===== config.mk =====
export PLATFORM = sky130hd
export DESIGN_NAME = tlc_mul
export DESIGN_NICKNAME = d
export VERILOG_FILES = /design/src/design/tlc_pkg.sv /design/src/design/tlc_mul.sv
export SDC_FILE = /design/constraint.sdc
export NUM_CORES = 2
export LEC_CHECK = 0
export BUFFER_PORTS_ARGS = -buffer_cell sky130_fd_sc_hd__buf_2
export CORE_UTILIZATION = 49
export CTS_CLUSTER_DIAMETER = 120
export DETAILED_ROUTE_END_ITERATION = 6
export HOLD_SLACK_MARGIN = 0.06
export PLACE_DENSITY = 0.8
export REMOVE_ABC_BUFFERS = 1
export SYNTH_ARGS = -nofsm -noshare
export SYNTH_HDL_FRONTEND = slang
export SYNTH_SLANG_ARGS = --single-unit

===== constraint.sdc =====
create_clock -name clock -period 5.9 [get_ports clock]
set_input_delay 0 -clock clock [delete_from_list [all_inputs] [get_ports clock]]
set_output_delay 0 -clock clock [all_outputs]
set_load 0.02 [all_outputs]

===== src/design/tlc_pkg.sv =====
// ----------------------------------------------------------------------------
// tlc_pkg
// Shared types, codes and reset values for the trajectory limit checker.
// ----------------------------------------------------------------------------
package tlc_pkg;

   localparam int MUL_A_W = 32;
   localparam int MUL_B_W = 17;
   localparam int MUL_P_W = MUL_A_W + MUL_B_W;

   typedef logic signed [MUL_A_W-1:0] mul_a_type;
   typedef logic signed [MUL_B_W-1:0] mul_b_type;
   typedef logic signed [MUL_P_W-1:0] mul_p_type;

   typedef logic [2:0] verdict_type;
   typedef logic [1:0] fail_type;

   localparam verdict_type VERDICT_VALID = 3'd0;
   localparam verdict_type VERDICT_PAIR_BASE = 3'd3;

   localparam fail_type POINT_NONE      = 2'd0;
   localparam fail_type POINT_SPEED     = 2'd1;
   localparam fail_type POINT_ACCEL     = 2'd2;
   localparam fail_type POINT_CURVATURE = 2'd3;

   localparam fail_type PAIR_NONE    = 2'd0;
   localparam fail_type PAIR_JERK    = 2'd1;
   localparam fail_type PAIR_LATERAL = 2'd2;

   localparam logic [2:0] CSR_HORIZON_MS          = 3'd0;
   localparam logic [2:0] CSR_SPEED_UPPER         = 3'd1;
   localparam logic [2:0] CSR_ACCEL_LOWER         = 3'd2;
   localparam logic [2:0] CSR_ACCEL_UPPER         = 3'd3;
   localparam logic [2:0] CSR_CURVATURE_BOUND     = 3'd4;
   localparam logic [2:0] CSR_JERK_LOWER          = 3'd5;
   localparam logic [2:0] CSR_JERK_UPPER          = 3'd6;
   localparam logic [2:0] CSR_LATERAL_ACCEL_BOUND = 3'd7;

   localparam logic        [15:0] RST_HORIZON_MS          = 16'd8000;
   localparam logic signed [15:0] RST_SPEED_UPPER         = 16'sd10240;
   localparam logic signed [15:0] RST_ACCEL_LOWER         = -16'sd1536;
   localparam logic signed [15:0] RST_ACCEL_UPPER         = 16'sd1024;
   localparam logic        [14:0] RST_CURVATURE_BOUND     = 15'd811;
   localparam logic signed [15:0] RST_JERK_LOWER          = -16'sd1024;
   localparam logic signed [15:0] RST_JERK_UPPER          = 16'sd512;
   localparam logic        [14:0] RST_LATERAL_ACCEL_BOUND = 15'd1024;

   localparam logic signed [15:0] SPEED_LOWER_DEFAULT = -16'sd26;

endpackage


===== src/design/tlc_mul.sv =====
// ----------------------------------------------------------------------------
// tlc_mul
// Shared signed multiplier with a registered product and a hold enable.
// ----------------------------------------------------------------------------
module tlc_mul (
   input  logic               clock,
   input  logic               enable,
   input  tlc_pkg::mul_a_type op_a,
   input  tlc_pkg::mul_b_type op_b,
   output tlc_pkg::mul_p_type product
);

   tlc_pkg::mul_p_type product_ff;
   tlc_pkg::mul_p_type product_in;

   assign product_in = tlc_pkg::MUL_P_W'(op_a) * tlc_pkg::MUL_P_W'(op_b);

   always_ff @(posedge clock) begin
      if (enable) begin
         product_ff <= product_in;
      end
   end

   assign product = product_ff;

endmodule


### After elaboration in Yosys (flattened, before gate mapping)

Index checks and enable logic that the tools add are counted.

* flip-flop bits (word level): 49
* input bits: 51
* output and inout bits: 49
* logic and storage cells: 2

* multipliers: 1

Operators with widths (count)
* 32-bit by 17-bit multiplier with 49-bit output: 1

### Logic depth before layout (Yosys ltp)

* depth in word-level cells: 1
* mapped depth: 24
* mapped depth without buffers: 23

### Worst setup path before layout

No wires, ideal clock.

* kind: input-to-reg
* from: in op_a[30]
* to: reg product_ff[47], in the netlist product[47] (data pin)
* setup time: 0.276 ns
* arrival: 5.427 ns
* required time: 5.624 ns
* path slack: 0.197 ns
* cell stages on the path: 23
* path buffers: 2
* cells stage by stage: clkbuf_1 -> nand2_1 -> fa_1 -> inv_1 -> fa_1 -> inv_1 -> fa_1 -> inv_1 -> fa_1 -> fa_1 -> inv_1 -> fa_1 -> inv_1 -> ha_1 -> buf_4 -> a21o_1 -> a21o_1 -> a21oi_1 -> nand4_1 -> a221oi_1 -> o31ai_1 -> a2111oi_0 -> a311oi_1

* longest elaborated chain between the ends: 1

Ends and longest elaborated chain
* start: declaration: RTL line tlc_mul.sv:8 `input tlc_pkg::mul_a_type op_a,`
* 32-bit by 17-bit multiplier with 49-bit output: RTL line tlc_mul.sv:16 `assign product_in = tlc_pkg::MUL_P_W'(op_a) * tlc_pkg::MUL_P_W'(op_b);`
* net product_in[47]: RTL line tlc_mul.sv:14 `tlc_pkg::mul_p_type product_in;`
* end signal: assignment: RTL line tlc_mul.sv:20 `product_ff <= product_in;`
* end: declaration: RTL line tlc_mul.sv:13 `tlc_pkg::mul_p_type product_ff;`

The timed path passes the listed nets, and every way through them passes these cells.
A chain may end at the register's enable or synchronous reset.

### Worst setup path after layout

* from: in op_a[8]
* to: reg product_ff[47], in the netlist product[47] (data pin)

The elaborated chain is that of the path after synthesis.

==> flow_metrics.py <==
metrics = {
    "run_status": {
        "status": "complete, no violations",
    },
    "setup_path": {
        "path_common_cell": "fa_1",
        "worstPathCellList": "buf_2 > buf_4 > nand2_1 > fa_1 > inv_1 > fa_1 > fa_1 > fa_1 > fa_1 > inv_1 > fa_1 > inv_1 > ha_1 > and2_1 > buf_4 > nand3_1 > nor3_1 > a221oi_1 > buf_4 > o31ai_1 > a2111oi_1 > a311oi_1",
        "cp_num_buf_inv": 7,
        "cpPeakStageDelay_ns": 0.58,
        "arrival_ns": 5.89,
        "worst-setup-path-type": "in -> reg",
        "cp_slowest_cell": "fa_1",
        "path_max_fanout": 8,
        "crit_path_start_kind": "input pin",
        "cp.required_ns": 6.02,
        "worst_setup_path_end_kind": "flip-flop",
        "crit_family": "adder cells",
    },
    "global_routing": {
        "grt_pass1_vias": 17424,
        "grt.busiest_layer": "met2",
        "grt_max_degree": 50,
        "grt_use_met2_pct": 47.5,
        "grt-ovfl-total": 0,
        "use_met3_pct": 2.60,
        "grt_antenna_before_repair": 0,
        "grt_use_met1_pct": 29.8,
        "grt_pass1_wl_um": 84700,
        "grt_util_all_layers_pct": 25.3,
    },
    "clock_network": {
        "clock_sinks": 49,
        "postCtsSetupBuffers": 0,
        "h-tree-depth": 2,
        "numCtsBuffers": 5,
        "holdBufCountCts": 0,
        "cts_tree": "yes",
        "clockBufferDepth": 2,
        "root_buffer": "clkbuf_16",
        "clkTransAtPathRegs_ns": 0.07,
    },
    "sta": {
        "max_slew.worst_pin.slew_ns": 1.16,
        "holdWs_ns": 0.266,
        "finalCritPeriodShare_pct": 97.7,
        "final.min_clock_period_ns": 5.76,
        "finalSetupViolations": 0,
        "slew_headroom_pct": 22.5,
        "hold_viol": 0,
        "setup_tns_ns": 0,
        "clock.fmax_mhz": 174,
        "maxSlewViolCount": 0,
    },
    "placed_design": {
        "place_congestion": 0.923,
        "dpl_cell_area_um2": 22400,
        "dp.cells": 2860,
        "hpwl_um": 43300,
        "port_buffers": 99,
    },
    "synthesis": {
        "yosysTopAreaCell": "fa_1",
        "synth_xor_area_share_pct": 2.02,
        "synth_ff_type": "edfxtp_1",
        "synthCells": 2174,
        "synth.cell_area_um2": 20400,
        "synth-simple-area-share_pct": 15.8,
        "syn_area_per_cell_um2": 9.39,
        "yosys_warnings": 0,
        "synth_top_area_share_pct": 51.1,
        "synthMuxAreaShare_pct": 0.0490,
        "synth_edf_count": 49,
        "synth-seq-area-share_pct": 7.21,
        "ys_seq_elements": 49,
        "synth_top_family_by_area": "adder cells",
        "synth_compound_area_share_pct": 5.17,
        "yosys.area_share.adder_pct": 58.2,
        "async_reset_ff_share_pct": 0,
        "synthDistinctLibCells": 69,
        "synthTopCellsByArea": "fa_1 51%, inv_1 9.8%, and2_1 7.3%, edfxtp_1 7.2%, ha_1 7.1%",
    },
    "cells_and_area": {
        "syn_to_final_growth_pct": 10.6,
        "largest_register_ffs": 49,
        "instances_no_fill": 2869,
        "drive_gt1_share_pct": 12.2,
        "nNetsFinal": 3022,
        "ff_latch_area_um2": 1470,
        "final_area_um2": 22600,
        "fillers": 3474,
        "multi_input_area_um2": 16600,
    },
    "die": {
        "dieArea_um2": 42500,
        "die_x_um": 206,
        "boundaryPins": 100,
        "core_um2": 40900,
        "num_rows": 74,
        "die_h_um": 206,
        "initial_core_util_pct": 49.9,
    },
    "detailed_routing": {
        "wl_per_cell_um": 17.3,
        "viasPerCell": 5.29,
        "wirelength_um": 49700,
        "route.antenna.remaining_nets": 0,
        "drtIter0Drc": 884,
        "drc": 0,
        "num_vias": 15175,
        "firstDrtPassIters": 5,
    },
    "job": {
        "maxCapViolations": 0,
    },
    "min_path": {
        "hold_path_class": "in -> reg",
    },
}
## what timing repair did
item                                   4_1_cts  5_1_grt
resized for setup                            0       22
setup endpoints to repair                    0       20
endpoints found under the hold margin        0        0
## area by class of cell
type,instances,area share [%]
Antenna cell,1,0.0111
Clock buffer,5,0.554
Clock inverter,3,0.116
Inverter,531,8.83
Multi-Input combinational cell,1500,73.5
Sequential cell,49,6.52
Tap cell,532,2.95
Timing Repair Buffer,248,7.52
## worst min-delay path: cells and delay by family
family        cells  cell delay (ns)
buf+inv           2             0.31
simple gates      1             0.15
## per-layer routing
layer / share of wire (%) / wire, µm / vias up
met5: 0 / 0 / -
li1: - / - / 6661
met3: 5.0 / 2480 / 139
met2: 54 / 26600 / 537
met4: 3.7 / 1820 / 0
met1: 38 / 18800 / 7838
## final timing paths
check | depth (start not counted) | slack, ns | start | to
max | 22 | 0.14 | op_a[8] | product[47]
min | 3 | 0.27 | op_a[0] | product[0]
## layout by cell type (no fill, tap or decap), types with 4 or more instances in the layout
cell,instances
inv_1,531
fa_1,521
nand2_1,318
and2_1,237
buf_4,147
ha_1,115
buf_2,86
nor2_1,53
a21oi_1,50
edfxtp_1,49
xnor2_1,32
a21o_1,21
o21ai_0,20
xor2_1,15
nand3_1,12
clkbuf_4,11
nor3_1,7
o21bai_1,7
nand2b_1,6
o21a_1,6
o211ai_1,5
clkbuf_16,5
and4_1,4
o21ai_1,4
buf_12,4
## synthesized netlist by cell type, drive strengths merged (3+ instances only)
library cell and n:
and2 238, and3 4, o211ai 6, ha 115, inv 531, nor3 7
xnor2 32, xor2 15, fa 521, a211oi 5, nand4 3, buf 8
nor2 53, o21ai 25, nor2b 3, nand3 12, or2 5, a21o 21
o2111ai 3, o21bai 7, nand2 319, o21a 6, nand2b 6, and4 5
clkbuf 86, a21oi 54, edfxtp 49
## kinds of logic (layout without fill, tap and decap cells)
| family | after synthesis | count (layout) |
|---|---|---|
| fa+ha+maj | 636 | 636 |
| mux | 1 | 1 |
| buf+inv | 625 | 787 |
| other cells | 0 | 1 |
| compound gates | 154 | 154 |
| xor+xnor | 47 | 47 |
| flops | 49 | 49 |
| simple gates | 662 | 662 |
## stage by stage
stage               worst slack [ns]  util [%]
floorplan                      0.326         -
global placement              -0.122      54.6
detailed placement            -0.303      54.6
CTS                           0.0191      55.0
global route                 -0.0389      55.1
finish                         0.138      55.1
Power is not shown: default switching activity piles up to over one toggle a cycle in this logic, so the estimate is an artifact.
